===== src/rtl/core/ncle_pkg.sv =====
`timescale 1ns / 1ps
// ncle_pkg: event codes, register addresses, state and result types for the noise channel
// no dependencies

package ncle_pkg;

  typedef enum logic [2:0] {
    CMD_READ      = 3'd0,
    CMD_WRITE     = 3'd1,
    CMD_FREQ_TICK = 3'd2,
    CMD_LEN_TICK  = 3'd3,
    CMD_ENV_TICK  = 3'd4
  } cmd_e;

  localparam logic [15:0] ADDR_LEN  = 16'hFF20;
  localparam logic [15:0] ADDR_ENV  = 16'hFF21;
  localparam logic [15:0] ADDR_POLY = 16'hFF22;
  localparam logic [15:0] ADDR_CTRL = 16'hFF23;

  localparam logic [7:0]  CTRL_READ_MASK = 8'hBF;
  localparam logic [7:0]  UNMAPPED_DATA  = 8'hFF;
  localparam logic [6:0]  LEN_FULL       = 7'd64;
  localparam logic [14:0] LFSR_SEED      = 15'h7FFF;

  localparam int unsigned TIMER_W = 22;

  typedef struct packed {
    logic [7:0]         envelope_reg;
    logic [7:0]         poly_reg;
    logic [7:0]         control_reg;
    logic               enabled;
    logic [TIMER_W-1:0] freq_timer;
    logic [6:0]         length_count;
    logic [2:0]         env_timer;
    logic [3:0]         level;
    logic [14:0]        shift_reg;
  } state_t;

  typedef struct packed {
    logic [7:0] read_data;
    logic [3:0] sample;
    logic       channel_on;
  } result_t;

  // timer reload: 8 for code 0, else 16*code, shifted by the clock shift
  function automatic logic [TIMER_W-1:0] noise_period(input logic [7:0] poly);
    logic [TIMER_W-1:0] base;
    base = (poly[2:0] == 3'd0) ? TIMER_W'(8) : TIMER_W'({poly[2:0], 4'b0000});
    return base << poly[7:4];
  endfunction

  // dac is on when envelope bits 7..3 are not all zero
  function automatic logic dac_on(input logic [7:0] env);
    return env[7:3] != 5'd0;
  endfunction

endpackage


===== src/rtl/core/ncle_in_if.sv =====
`timescale 1ns / 1ps
// ncle_in_if: event channel (valid, ready, cmd, address, write_data)
// depends on nothing

interface ncle_in_if;
  logic        valid;
  logic        ready;
  logic [2:0]  cmd;
  logic [15:0] address;
  logic [7:0]  write_data;

  modport source (output valid, output cmd, output address, output write_data, input ready);
  modport sink   (input valid, input cmd, input address, input write_data, output ready);
endinterface


===== src/rtl/core/ncle_out_if.sv =====
`timescale 1ns / 1ps
// ncle_out_if: result channel (valid, ready, read_data, sample, channel_on)
// depends on nothing

interface ncle_out_if;
  logic       valid;
  logic       ready;
  logic [7:0] read_data;
  logic [3:0] sample;
  logic       channel_on;

  modport source (output valid, output read_data, output sample, output channel_on, input ready);
  modport sink   (input valid, input read_data, input sample, input channel_on, output ready);
endinterface


===== src/rtl/core/ncle_core.sv =====
`timescale 1ns / 1ps
// ncle_core: channel state registers and the single-pass event update
// depends on ncle_pkg

module ncle_core (
  input  logic               clk_i,
  input  logic               rst_ni,
  input  logic               en_i,
  input  logic [2:0]         cmd_i,
  input  logic [15:0]        address_i,
  input  logic [7:0]         write_data_i,
  output ncle_pkg::result_t  result_o
);

  ncle_pkg::state_t state_q, state_d;
  logic [7:0]       rd_data;
  logic [ncle_pkg::TIMER_W-1:0] freq_dec;
  logic [2:0]       env_dec;
  logic             fb;
  logic [14:0]      lfsr_next;

  assign freq_dec = state_q.freq_timer - ncle_pkg::TIMER_W'(1);
  assign env_dec  = state_q.env_timer - 3'd1;
  assign fb       = state_q.shift_reg[0] ^ state_q.shift_reg[1];

  always_comb begin
    lfsr_next = {fb, state_q.shift_reg[14:1]};
    if (state_q.poly_reg[3]) begin
      lfsr_next[6] = fb;
    end
  end

  always_comb begin
    state_d = state_q;
    rd_data = 8'h00;
    if (en_i) begin
      unique case (cmd_i)
        ncle_pkg::CMD_READ: begin
          priority if (address_i == ncle_pkg::ADDR_ENV) begin
            rd_data = state_q.envelope_reg;
          end else if (address_i == ncle_pkg::ADDR_POLY) begin
            rd_data = state_q.poly_reg;
          end else if (address_i == ncle_pkg::ADDR_CTRL) begin
            rd_data = state_q.control_reg | ncle_pkg::CTRL_READ_MASK;
          end else begin
            rd_data = ncle_pkg::UNMAPPED_DATA;
          end
        end
        ncle_pkg::CMD_WRITE: begin
          priority if (address_i == ncle_pkg::ADDR_LEN) begin
            state_d.length_count = ncle_pkg::LEN_FULL - {1'b0, write_data_i[5:0]};
          end else if (address_i == ncle_pkg::ADDR_ENV) begin
            state_d.envelope_reg = write_data_i;
            if (!ncle_pkg::dac_on(write_data_i)) begin
              state_d.enabled = 1'b0;
            end
          end else if (address_i == ncle_pkg::ADDR_POLY) begin
            state_d.poly_reg = write_data_i;
          end else if (address_i == ncle_pkg::ADDR_CTRL) begin
            state_d.control_reg = write_data_i;
            if (write_data_i[7]) begin
              if (ncle_pkg::dac_on(state_q.envelope_reg)) begin
                state_d.enabled = 1'b1;
              end
              if (state_q.length_count == 7'd0) begin
                state_d.length_count = ncle_pkg::LEN_FULL;
              end
              state_d.env_timer  = state_q.envelope_reg[2:0];
              state_d.level      = state_q.envelope_reg[7:4];
              state_d.shift_reg  = ncle_pkg::LFSR_SEED;
              state_d.freq_timer = ncle_pkg::noise_period(state_q.poly_reg);
            end
          end else begin
          end
        end
        ncle_pkg::CMD_FREQ_TICK: begin
          if (state_q.freq_timer != '0) begin
            if (freq_dec == '0) begin
              state_d.freq_timer = ncle_pkg::noise_period(state_q.poly_reg);
              state_d.shift_reg  = lfsr_next;
            end else begin
              state_d.freq_timer = freq_dec;
            end
          end
        end
        ncle_pkg::CMD_LEN_TICK: begin
          if (state_q.control_reg[6] && state_q.length_count != 7'd0) begin
            state_d.length_count = state_q.length_count - 7'd1;
            if (state_q.length_count == 7'd1) begin
              state_d.enabled = 1'b0;
            end
          end
        end
        ncle_pkg::CMD_ENV_TICK: begin
          if (state_q.envelope_reg[2:0] != 3'd0 && state_q.env_timer != 3'd0) begin
            if (env_dec == 3'd0) begin
              state_d.env_timer = state_q.envelope_reg[2:0];
              if (state_q.envelope_reg[3]) begin
                if (state_q.level != 4'hF) begin
                  state_d.level = state_q.level + 4'd1;
                end
              end else if (state_q.level != 4'h0) begin
                state_d.level = state_q.level - 4'd1;
              end
            end else begin
              state_d.env_timer = env_dec;
            end
          end
        end
        default: begin
        end
      endcase
    end
  end

  always_comb begin
    result_o.read_data  = rd_data;
    result_o.channel_on = state_d.enabled;
    result_o.sample     = (state_d.enabled && ncle_pkg::dac_on(state_d.envelope_reg)
                           && !state_d.shift_reg[0]) ? state_d.level : 4'h0;
  end

  always_ff @(posedge clk_i or negedge rst_ni) begin
    if (!rst_ni) begin
      state_q <= '{shift_reg: ncle_pkg::LFSR_SEED, default: '0};
    end else begin
      state_q <= state_d;
    end
  end

endmodule


===== src/rtl/core/noise_channel_lfsr_envelope_unit.sv =====
`timescale 1ns / 1ps
// noise_channel_lfsr_envelope_unit: top level, event handshake and result register
// depends on ncle_pkg, ncle_in_if, ncle_out_if, ncle_core
//
// usage:
// - in_i carries one event per transaction: bus read, bus write, frequency tick,
//   length tick or envelope tick (cmd), with address and write_data for bus accesses
// - out_o returns one transaction per event: read_data (0 unless a read), the
//   4-bit sample and channel_on, all as they stand after the event
// - the result is registered and becomes valid in the cycle after the event is accepted
// - throughput: one event per cycle while out_o.ready holds; the state update is a
//   single combinational pass from the channel registers into the result register
// - in_i.ready is high while the result register is empty or being taken, so a
//   stalled receiver holds the pending result and blocks only the next event
// - reset clears the channel registers, sets the shift register to all ones and
//   leaves the result register empty

module noise_channel_lfsr_envelope_unit (
  input  logic        clk_i,
  input  logic        rst_ni,
  ncle_in_if.sink     in_i,
  ncle_out_if.source  out_o
);

  ncle_pkg::result_t result_d, result_q;
  logic              out_valid_q;
  logic              accept;

  assign in_i.ready = !out_valid_q || out_o.ready;
  assign accept     = in_i.valid && in_i.ready;

  ncle_core u_core (
    .clk_i        (clk_i),
    .rst_ni       (rst_ni),
    .en_i         (accept),
    .cmd_i        (in_i.cmd),
    .address_i    (in_i.address),
    .write_data_i (in_i.write_data),
    .result_o     (result_d)
  );

  always_ff @(posedge clk_i or negedge rst_ni) begin
    if (!rst_ni) begin
      out_valid_q <= 1'b0;
    end else if (accept) begin
      out_valid_q <= 1'b1;
    end else if (out_o.ready) begin
      out_valid_q <= 1'b0;
    end
  end

  always_ff @(posedge clk_i) begin
    if (accept) begin
      result_q <= result_d;
    end
  end

  assign out_o.valid      = out_valid_q;
  assign out_o.read_data  = result_q.read_data;
  assign out_o.sample     = result_q.sample;
  assign out_o.channel_on = result_q.channel_on;

  a_ready_when_empty: assert property (@(posedge clk_i) disable iff (!rst_ni)
    !out_valid_q |-> in_i.ready)
    else $error("input stalled with empty result register");

  a_result_follows: assert property (@(posedge clk_i) disable iff (!rst_ni)
    accept |=> out_o.valid)
    else $error("accepted transaction produced no result");

  a_read_data_zero: assert property (@(posedge clk_i) disable iff (!rst_ni)
    (accept && in_i.cmd != ncle_pkg::CMD_READ) |=> out_o.read_data == 8'h00)
    else $error("nonzero read data for a non-read transaction");

  a_sample_needs_on: assert property (@(posedge clk_i) disable iff (!rst_ni)
    (out_o.valid && out_o.sample != 4'h0) |-> out_o.channel_on)
    else $error("sample output while channel is off");

endmodule

===== src/flat_wrapper.sv =====
// flat-port wrapper written by rule: the top's interface ports become plain ports
module noise_channel_lfsr_envelope_unit_flat 
  (clk_i, rst_ni, in_i_valid, in_i_cmd, in_i_address, in_i_write_data, in_i_ready, out_o_valid, out_o_read_data, out_o_sample, out_o_channel_on, out_o_ready);
  ncle_in_if in_i_i ();
  ncle_out_if out_o_i ();
  input  logic clk_i;
  input  logic rst_ni;
  input wire logic [$bits(in_i_i.valid)-1:0] in_i_valid;
  input wire logic [$bits(in_i_i.cmd)-1:0] in_i_cmd;
  input wire logic [$bits(in_i_i.address)-1:0] in_i_address;
  input wire logic [$bits(in_i_i.write_data)-1:0] in_i_write_data;
  output wire logic [$bits(in_i_i.ready)-1:0] in_i_ready;
  output wire logic [$bits(out_o_i.valid)-1:0] out_o_valid;
  output wire logic [$bits(out_o_i.read_data)-1:0] out_o_read_data;
  output wire logic [$bits(out_o_i.sample)-1:0] out_o_sample;
  output wire logic [$bits(out_o_i.channel_on)-1:0] out_o_channel_on;
  input wire logic [$bits(out_o_i.ready)-1:0] out_o_ready;
  assign in_i_i.valid = in_i_valid;
  assign in_i_i.cmd = in_i_cmd;
  assign in_i_i.address = in_i_address;
  assign in_i_i.write_data = in_i_write_data;
  assign in_i_ready = in_i_i.ready;
  assign out_o_valid = out_o_i.valid;
  assign out_o_read_data = out_o_i.read_data;
  assign out_o_sample = out_o_i.sample;
  assign out_o_channel_on = out_o_i.channel_on;
  assign out_o_i.ready = out_o_ready;
  noise_channel_lfsr_envelope_unit u_core (.clk_i(clk_i), .rst_ni(rst_ni), .in_i(in_i_i), .out_o(out_o_i));
endmodule

===== config.mk =====
export PLATFORM = sky130hd
export DESIGN_NAME = noise_channel_lfsr_envelope_unit_flat
export DESIGN_NICKNAME = d
export VERILOG_FILES = /design/src/rtl/core/ncle_pkg.sv /design/src/rtl/core/ncle_in_if.sv /design/src/rtl/core/ncle_out_if.sv /design/src/rtl/core/ncle_core.sv /design/src/rtl/core/noise_channel_lfsr_envelope_unit.sv /design/src/flat_wrapper.sv
export SDC_FILE = /design/constraint.sdc
export NUM_CORES = 1
export LEC_CHECK = 0
export BUFFER_PORTS_ARGS = -buffer_cell sky130_fd_sc_hd__buf_2
export CORE_MARGIN = 4
export CORE_UTILIZATION = 60
export DETAILED_ROUTE_END_ITERATION = 10
export PLACE_DENSITY = 0.81
export SYNTH_ARGS = -nofsm -noshare
export SYNTH_HDL_FRONTEND = slang
export SYNTH_HIERARCHICAL = 1
export SYNTH_SLANG_ARGS = --single-unit

===== constraint.sdc =====
create_clock -name clk_i -period 4.8 [get_ports clk_i]
set_input_delay 0.96 -clock clk_i [delete_from_list [all_inputs] [get_ports clk_i]]
set_output_delay 0.96 -clock clk_i [all_outputs]
set_load 0.1 [all_outputs]

==> results of run 1 <==
-- cell usage in the layout (no fill, tap or decap), types with 3 or more instances in the layout --
cell and n:
nor2_1 65, dfrtp_1 55, buf_2 45, nand2_1 45
o21ai_0 42, a21oi_1 37, nor3_1 28, inv_1 23
nand3_1 22, or3_1 18, mux2_2 15, dfstp_2 15
nand4_1 14, nor4_1 14, edfxtp_1 13, o22a_1 13
nor3b_1 12, o211ai_1 10, ha_1 10, clkbuf_8 9
nand2b_1 9, a211oi_1 9, or4_1 7, and3_1 7
buf_4 6, xnor2_1 6, a22oi_1 5, o22ai_1 5
mux2i_1 5, nor4b_1 4, or2_2 4, o31ai_1 4
and4b_1 3, and2_1 3, a22o_1 3, a31oi_1 3
-- registers in the layout (all words and copies together), names as in the netlist --
name / count
u_core/u_core/state_q: 56
u_core/u_core/lfsr_next: 13
u_core/out_o.read_data: 8
u_core/out_o.sample: 4
u_core/out_o.channel_on: 1
u_core/out_o.valid: 1
-- power groups by stage --
stage                     registers, mW  clock network, mW  logic [mW]
final                             0.917              0.501       0.648
after global routing              0.931              0.545       0.718
after CTS                         0.911              0.515       0.636
after detailed placement          0.925                  0       0.633
after global placement            0.918                  0       0.623
after floorplan                   0.886                  0       0.514
-- worst max-delay path, cell delays in order, from the launching register on --
cell and delay (ps):
dfrtp_1 530, inv_1 120, ha_1 370, nor4b_1 440, nand2_1 290, o41a_1 570
a21oi_2 140, buf_4 360, nor4_1 120, a221oi_1 400, nand3_1 120
-- routing by layer --
metal | wire (um) | share of wire | vias to the layer above
met3 | 938 | 0.065 | 35
met5 | 0 | 0 | -
met2 | 7177 | 0.49 | 227
met1 | 6016 | 0.41 | 2444
met4 | 404 | 0.028 | 0
li1 | - | - | 2401
-- cell type report --
class | count | area (um^2)
Multi-Input combinational cell | 485 | 3110
Fill cell | 722 | 2892
Sequential cell | 83 | 2161
Timing Repair Buffer | 51 | 270.3
Clock buffer | 11 | 152.6
Tap cell | 108 | 135.1
Inverter | 23 | 86.33
Clock inverter | 5 | 41.29
-- kinds of logic (layout without fill, tap and decap cells) --
family,count (synthesis),after routing
flip-flops,83,83
XOR/XNOR,8,8
adder cells (fa/ha/maj),10,10
multiplexers,20,20
buffers and inverters,64,90
AO/OA/AOI/OAI,167,167
AND/OR/NAND/NOR,280,280
-- through the flow --
step                area [um^2]    util  power (mW)  hold WS (ps)  worst slack, ps
floorplan                  5559       -       1.400         449.3             1641
global placement           5763  0.6513       1.540         467.1             1355
detailed placement         5763  0.6513       1.558         466.7             1335
CTS                        5957  0.6732       2.062         486.2             1269
global route               5957  0.6732       2.194         534.3            919.4
finish                     5957  0.6732       2.066         487.4             1202
-- worst max-delay path by stage --
stage	slack, ps	end
global route	920	u_core/u_core/state_q[36]
global placement	1360	u_core/u_core/state_q[36]
CTS	1270	u_core/u_core/state_q[36]
finish	1200	u_core/u_core/state_q[36]
floorplan	1640	u_core/u_core/state_q[44]
detailed placement	1340	u_core/u_core/state_q[28]
==> flow_metrics.py, run 1 <==
metrics = {
    "detailed_routing": {
        "route.detailed.drc": 0,
        "via_per_inst": 6.667,
        "wl_um": 14540,
        "dr.pass1.iters": 5,
        "drt_iter0_drc": 412,
        "ant_nets": 0,
        "wire_per_inst_um": 18.98,
        "vias": 5107,
    },
    "cts": {
        "postCtsHoldBufs": 0,
        "post_cts_buffers": 0,
        "cts_resized": 0,
        "cts-root-buf": "clkbuf_8",
        "clkTransAtPathRegs_ps": 80,
        "cts_tree": "yes",
        "ctsLongestPathBuffers": 2,
        "htree_num_levels": 3,
        "cts_sinks": 83,
        "clk_latency_ps": 370,
        "cts_inserted_buffers": 9,
    },
    "global_route": {
        "grt.busiest_layer": "met2",
        "grt_pass1_vias": 4977,
        "grt_start_max_net_pins": 40,
        "grt_usage": 0.2792,
        "use_met2": 0.4536,
        "grt_util_met3": 0.04345,
        "use_met1": 0.3700,
        "grt_pass1_wl_um": 24870,
        "gr-total-overflow": 0,
        "antenna_found_initial": 0,
    },
    "setup_path": {
        "cp.required_ps": 5040,
        "r2r-start": "u_core/u_core/state_q[29]",
        "reg2reg_to": "u_core/u_core/state_q[36]",
        "end_kind": "flop",
        "critPathLaunchType": "flop",
        "reg2reg_slack_ps": 1200,
        "critPathKind": "reg -> reg",
        "crit_arrival_ps": 3840,
        "cp_max_fo": 39,
        "crit_start": "u_core/u_core/state_q[29]",
        "reg2reg_depth": 10,
    },
    "min_path": {
        "holdPathEnd": "u_core/u_core/state_q[20]",
        "hp-class": "reg -> reg",
        "hp-start": "u_core/u_core/state_q[20]",
        "hold_depth": 1,
    },
    "logic_synthesis": {
        "synthDistinctLibCells": 83,
        "synth-seq-cells": 83,
        "async_reset_ff_frac": 0.8434,
        "ys.flop_type": "dfrtp_1",
        "synth_top_area_share": 0.2476,
        "ys_warn_count": 6,
        "syn_avg_cell_area_um2": 8.796,
        "synthSimpleGateAreaFrac": 0.2807,
        "yosys.area_share.adder": 0.02251,
        "synth_edf_count": 13,
        "seq_area_frac_synth": 0.3887,
        "ys_top_cells_by_area": "dfrtp_1 (25%), dfstp_2 (7.1%), edfxtp_1 (7.0%), nor2_1 (4.4%), o21ai_0 (3.9%)",
        "synth.area.mux_share": 0.03939,
        "synth_most_common_cell": "nor2_1",
        "synth_xor_area_frac": 0.01260,
        "synth_top_family_by_area": "simple AND/OR/NAND/NOR gates",
        "synth_compound_area_frac": 0.2017,
        "syn-num-nets": 673,
        "synthCells": 632,
        "ys_top_cells_by_count": "nor2_1 (65), dfrtp_1 (55), nand2_1 (45), o21ai_0 (43), a21oi_1 (38)",
        "synth_area_um2": 5559,
        "synth_top_area_cell": "dfrtp_1",
    },
    "power_and_ir_drop": {
        "seq_power_share": 0.444,
        "powerDensity_nw_per_um2": 346.9,
        "p_sw_uw": 827.9,
        "swShare": 0.4007,
        "ir_drop_v": 0.0002182,
        "pwr-share-comb": 0.314,
        "power_frac_clock": 0.242,
        "p_leak_nw": 2.403,
        "p_int_mw": 1.238,
    },
    "timing": {
        "period_share": 0.7495,
        "drv_slew": 0,
        "setup_tns_ps": 0,
        "finalClockSkew_ps": 9.065,
        "max_clock_freq_mhz": 278.0,
        "hold_viol": 0,
        "setup_viol_count_final": 0,
        "relSlewSlack": 0.3170,
        "worst_pin_slew_ps": 1015,
        "rsz0062_at_grt": "no",
        "min_period_ps": 3598,
    },
    "place": {
        "gp_congestion": 0.9435,
        "dp_hpwl_um": 10580,
        "place_inst": 750,
        "io_buffers": 45,
    },
    "job": {
        "max-cap-violations": 0,
    },
    "cells_and_area": {
        "drive_gt1_frac": 0.1809,
        "nets": 694,
        "diodes": 0,
        "stdcell_count": 766,
        "synthToLayoutAreaGrowth_pct": 7.157,
    },
    "floorplan": {
        "die_area_um2": 10870,
        "fp.dieW_um": 104.3,
        "fp.coreArea_um2": 8848,
        "fp.dieH_um": 104.3,
        "start_util": 0.6283,
        "boundaryPins": 46,
        "rows": 34,
    },
    "run_status": {
        "status": "finished, final reports clean",
    },
}
Power figures use the tool's default switching activity.
==> run 2: changes to the inputs <==
- ABC_AREA: not set -> 1
- clock period: 4.8 -> 3.7 ns (I/O delays scaled with it)
==> flow_metrics.py, run 2 <==
metrics = {
    "run_status": {
        "status": "finished, final reports clean",
    },
    "logic_synthesis": {
        "ys_top_cells_by_area": "dfrtp_1 (25%), nand2_1 (12%), nor2_1 (7.4%), dfstp_2 (7.2%), inv_1 (7.2%)",
        "synthSimpleGateAreaFrac": 0.2976,
        "synth_top_family_by_area": "simple AND/OR/NAND/NOR gates",
        "seq_area_frac_synth": 0.3968,
        "ys_warn_count": 6,
        "synth_top_area_share": 0.2528,
        "syn-num-nets": 818,
        "synth_edf_count": 13,
        "synthDistinctLibCells": 38,
        "yosys.area_share.adder": 0.02298,
        "synth_xor_area_frac": 0.009651,
        "synth-seq-cells": 83,
        "ys.flop_type": "dfrtp_1",
        "synthCells": 777,
        "synth_top_area_cell": "dfrtp_1",
        "syn_avg_cell_area_um2": 7.008,
        "synth_most_common_cell": "nand2_1",
        "async_reset_ff_frac": 0.8434,
        "synth_compound_area_frac": 0.1749,
        "ys_top_cells_by_count": "nand2_1 (180), nor2_1 (107), inv_1 (105), o21ai_0 (73), dfrtp_1 (55)",
        "synth_area_um2": 5445,
        "synth.area.mux_share": 0,
    },
    "cts": {
        "clk_latency_ps": 350,
        "cts-root-buf": "clkbuf_8",
        "clkTransAtPathRegs_ps": 80,
        "cts_inserted_buffers": 9,
        "ctsLongestPathBuffers": 2,
        "htree_num_levels": 3,
        "post_cts_buffers": 0,
        "cts_sinks": 83,
        "cts_resized": 0,
        "cts_tree": "yes",
        "postCtsHoldBufs": 0,
    },
    "min_path": {
        "hold_depth": 2,
        "hp-start": "u_core/u_core/lfsr_next[13]",
        "hp-class": "reg -> reg",
        "holdPathEnd": "u_core/u_core/lfsr_next[12]",
    },
    "timing": {
        "setup_tns_ps": 0,
        "relSlewSlack": 0.3985,
        "worst_slack_ps": 796.5,
        "drv_slew": 0,
        "min_period_ps": 2904,
        "max_clock_freq_mhz": 344.4,
        "worst_pin_slew_ps": 902.3,
        "finalClockSkew_ps": 6.587,
        "hold_viol": 0,
        "period_share": 0.7847,
        "rsz0062_at_grt": "no",
        "setup_viol_count_final": 0,
        "holdWs_ps": 491.1,
    },
    "cells_and_area": {
        "mostFrequentLayoutCell": "nand2_1",
        "drive_gt1_frac": 0.1404,
        "largest-register": "u_core/u_core/state_q",
        "nets": 855,
        "final_cell_mix": "nand2_1 (180), nor2_1 (106), inv_1 (105), o21ai_0 (73), dfrtp_1 (55)",
        "synthToLayoutAreaGrowth_pct": 8.915,
        "finish.utilization": 0.6768,
        "largest_reg_flops": 56,
        "diodes": 0,
    },
    "job": {
        "max-cap-violations": 0,
    },
    "place": {
        "io_buffers": 45,
        "post-place-ws_ps": 661.3,
        "gp_congestion": 0.9253,
        "dp_hpwl_um": 10190,
    },
    "global_route": {
        "grt_usage": 0.2703,
        "gr-total-overflow": 0,
        "grt_pass1_wl_um": 22690,
        "antenna_found_initial": 0,
        "grt_start_max_net_pins": 71,
        "grt_pass1_vias": 4919,
    },
    "setup_path": {
        "cp_num_buf_inv": 1,
        "cp_slowest_stage_delay_ps": 430,
        "cp.depth": 15,
        "critPathLaunchType": "flop",
        "critPathKind": "reg -> reg",
        "cp_max_fo": 23,
        "r2r-start": "u_core/u_core/state_q[29]",
        "worst_path_most_repeated_cell": "nand2_1",
        "crit_family": "simple AND/OR/NAND/NOR gates",
        "reg2reg_slack_ps": 800,
        "reg2reg_depth": 15,
        "end_kind": "flop",
        "crit_path_top_delay_cell": "a21oi_4",
        "crit_arrival_ps": 3160,
        "crit_chain": "inv_1 > ha_1 > nand2_2 > nor2_2 > nand2_1 > nand2_1 > nand2_1 > nor2_1 > nand2_1 > nor2_2 > nand3_2 > nand2_4 > nand2_4 > a21oi_4 > a22oi_1",
        "reg2reg_to": "u_core/u_core/lfsr_next[0]",
        "cp.required_ps": 3950,
    },
    "floorplan": {
        "boundaryPins": 46,
        "start_util": 0.6214,
        "fp.dieH_um": 103.3,
        "die_area_um2": 10660,
        "fp.coreArea_um2": 8763,
        "fp.dieW_um": 103.3,
        "rows": 34,
    },
    "power_and_ir_drop": {
        "total_power_mw": 2.762,
        "ir_drop_v": 0.0002849,
        "powerDensity_nw_per_um2": 465.8,
        "p_leak_nw": 2.751,
    },
    "detailed_routing": {
        "vias": 5333,
        "drt_iter0_drc": 424,
        "dr.pass1.iters": 6,
        "wire_per_inst_um": 14.63,
        "route.detailed.drc": 0,
        "ant_nets": 0,
        "wl_um": 13570,
        "via_per_inst": 5.753,
    },
}
## run 2: cell types whose count changed in the layout (fill, tap and decap cells not counted), moves of 14 or more
cell,previous run,this run
o22ai_1,5,26
or3_1,18,0
nand2_1,45,180
o21ai_0,42,73
inv_1,23,105
nor2_1,65,106
nand3_1,22,46
mux2_2,15,0
nor4_1,14,0
## run 2: logic make-up (layout without fill, tap and decap cells)
family                   Yosys count  after routing
AND/OR/NAND/NOR                  382            382
AO/OA/AOI/OAI                    163            163
buffers and inverters            133            175
flip-flops                        83             83
adder cells (fa/ha/maj)           10             10
XOR/XNOR                           6              6
## run 2: final cells by class
class                      count  area (um^2)
sequential                    83         2161
clock inverter                 4        28.78
inverter                     109        409.1
fill                         753         2833
multi-input combinational    561         2756
timing repair buffer          50        262.8
tap                          108        135.1
clock buffer                  12        177.7
## run 2: layer usage
layer	share of wire	vias up	track usage
met1	0.41	2454	0.3495
met2	0.49	220	0.4455
li1	-	2628	-
met5	0	-	0
met3	0.077	31	0.05768
met4	0.027	0	0.1046
## run 2: per-stage QoR
stage               cells  instance area (um^2)
floorplan             777                  5445
global placement      911                  5724
finish                927                  5931
global route          927                  5931
CTS                   927                  5931
detailed placement    911                  5724
## run 2: worst max path at each step
stage / start / end / slack, ps
CTS: u_core/u_core/state_q[29] / u_core/u_core/lfsr_next[1] / 850
floorplan: u_core/out_o.valid / u_core/out_o.sample[0] / 410
global route: u_core/u_core/state_q[29] / u_core/u_core/lfsr_next[0] / 500
finish: u_core/u_core/state_q[29] / u_core/u_core/lfsr_next[0] / 800
detailed placement: in_i_address[3] / u_core/out_o.sample[0] / 660
global placement: in_i_address[3] / u_core/out_o.sample[0] / 840
## run 2: worst min-delay path, cell delays in order (launching register included)
cell and delay (ps):
dfstp_2 380, nand2_1 70, a21oi_2 50
## run 2: power by group
part	internal [mW]	switching, mW	leakage [nW]
Clock	0.327	0.338	0.0993
Combinational	0.286	0.626	1.67
Sequential	1.08	0.103	0.981
==> run 3: changes to the inputs <==
- ABC_AREA: 1 -> 0
- clock period: 3.7 -> 2.96 ns (I/O delays scaled with it)
==> flow_metrics.py, run 3 (synthesis results as in run 1) <==
metrics = {
    "detailed_routing": {
        "ant_nets": 0,
        "wl_met2_um": 7994,
        "drt_iter0_drc": 373,
        "vias": 5443,
        "wl_um": 15990,
        "wl_met1_um": 6499,
        "dr_wl_met3_um": 1148,
        "route.detailed.drc": 0,
        "dr.pass1.iters": 5,
        "wire_per_inst_um": 19.53,
        "routed.top_layer": "met4",
        "via_per_inst": 6.646,
    },
    "cells_and_area": {
        "drive_gt1_frac": 0.2588,
        "mostFrequentLayoutCell": "nor2_1",
        "nets": 747,
        "diodes": 0,
        "fillers": 682,
        "finish.utilization": 0.7294,
        "largest_reg_flops": 56,
        "final_cell_mix": "nor2_1 (65), buf_4 (57), dfrtp_1 (53), buf_2 (45), nand2_1 (45)",
        "largest-register": "u_core/u_core/state_q",
        "synthToLayoutAreaGrowth_pct": 16.09,
        "final_cell_area_um2": 6454,
        "multi_input_area_um2": 3192,
        "regArea_um2": 2163,
    },
    "cts": {
        "clkTransAtPathRegs_ps": 100,
        "cts_tree": "yes",
        "cts_sinks": 83,
        "ctsLongestPathBuffers": 2,
        "cts-root-buf": "clkbuf_8",
        "cts_inserted_buffers": 9,
        "clk_latency_ps": 360,
        "htree_num_levels": 3,
    },
    "timing": {
        "finalClockSkew_ps": 13.50,
        "setup_tns_ps": 0,
        "relSlewSlack": 0.4480,
        "setup_viol_count_final": 0,
        "max_clock_freq_mhz": 354.0,
        "worst_pin_slew_ps": 828.0,
        "holdWs_ps": 303.0,
        "drv_slew": 0,
        "period_share": 0.9542,
        "worst_slack_ps": 135.5,
        "min_period_ps": 2824,
        "hold_viol": 0,
        "rsz0062_at_grt": "yes",
    },
    "place": {
        "dp_hpwl_um": 11860,
        "post-place-ws_ps": -60.52,
        "gp_congestion": 0.9479,
        "io_buffers": 45,
        "placed_cell_area_um2": 6180,
    },
    "min_path": {
        "hp-class": "in -> async",
    },
    "power_and_ir_drop": {
        "powerDensity_nw_per_um2": 563.1,
        "ir_drop_v": 0.0003922,
        "p_leak_nw": 2.669,
    },
    "setup_path": {
        "cp.required_ps": 3190,
        "critPathKind": "reg -> reg",
        "crit_arrival_ps": 3060,
        "end_kind": "flop",
        "critPathLaunchType": "flop",
        "cp_max_fo": 11,
    },
    "global_route": {
        "grt_start_max_net_pins": 33,
        "grt_pass1_wl_um": 26120,
        "gr-total-overflow": 0,
        "antenna_found_initial": 0,
        "grt_pass1_vias": 5281,
        "grt_usage": 0.2972,
    },
    "floorplan": {
        "fp.dieW_um": 104.3,
        "fp.coreArea_um2": 8848,
        "die_area_um2": 10870,
        "fp.dieH_um": 104.3,
        "start_util": 0.6283,
        "rows": 34,
        "boundaryPins": 46,
    },
    "job": {
        "max-cap-violations": 0,
    },
    "run_status": {
        "status": "finished, final reports clean",
    },
}
run 3: changes by cell type in the layout (fill, tap and decap cells not counted), sizes merged, moves of 21 or more:
cell | previous run | this run
nor2 | 117 | 66
o22ai | 26 | 5
inv | 110 | 27
o21ai | 75 | 44
nand2 | 184 | 46
buf | 50 | 104
nand3 | 48 | 22
run 3: final timing paths:
path	startpoint	endpoint	slack, ps	depth (start not counted)
setup / recovery	u_core/u_core/state_q[29]	u_core/u_core/state_q[37]	140	10
hold reg to reg	u_core/u_core/lfsr_next[3]	u_core/u_core/lfsr_next[2]	510	1
hold / removal	rst_ni	u_core/u_core/state_q[37]	300	1
max in group asynchronous	rst_ni	u_core/u_core/lfsr_next[1]	1930	2
min in group clk_i	in_i_valid	u_core/out_o.valid	440	2
setup reg to reg	u_core/u_core/state_q[29]	u_core/u_core/state_q[37]	140	10
run 3: area by class of cell:
cell class,count,share of cell area
multi-input cells,485,0.4946
flip-flops and latches,83,0.3352
repair buffers,104,0.1074
well taps,108,0.02094
clock buffers,9,0.01919
inverters,23,0.01338
clock inverters,7,0.009306
run 3: worst max-delay path: stages (launching register included):
cell and delay [ps]:
dfrtp_1 380, buf_4 180, nor4_4 370, nand3_1 200, or3_1 410, nor4bb_2 210
buf_4 170, and3_1 190, buf_4 170, a311oi_2 280, nand3_1 130
run 3: repair_timing:
item                       4_1_cts  5_1_grt
gates resized for setup          1       14
setup endpoints to repair        3       35
setup buffers                    0        2
pin swaps                        0        4
hold buffers                     0        0
run 3: through the flow:
| step | power (mW) | cells |
|---|---|---|
| global route | 3.838 | 819 |
| detailed placement | 2.762 | 802 |
| CTS | 3.556 | 818 |
| global placement | 2.732 | 802 |
| finish | 3.634 | 819 |
| floorplan | 2.270 | 632 |
run 3: power by group:
part | switching, mW | internal, mW | total, mW
clock | 0.467 | 0.321 | 0.788
sequential | 0.182 | 1.27 | 1.45
combinational | 0.822 | 0.575 | 1.40
total | 1.47 | 2.16 | 3.63
run 3: routing by layer:
metal	track usage	up-vias
met3	0.05090	43
met5	0	-
met1	0.3821	2625
li1	-	2511
met4	0.09592	0
met2	0.5102	264
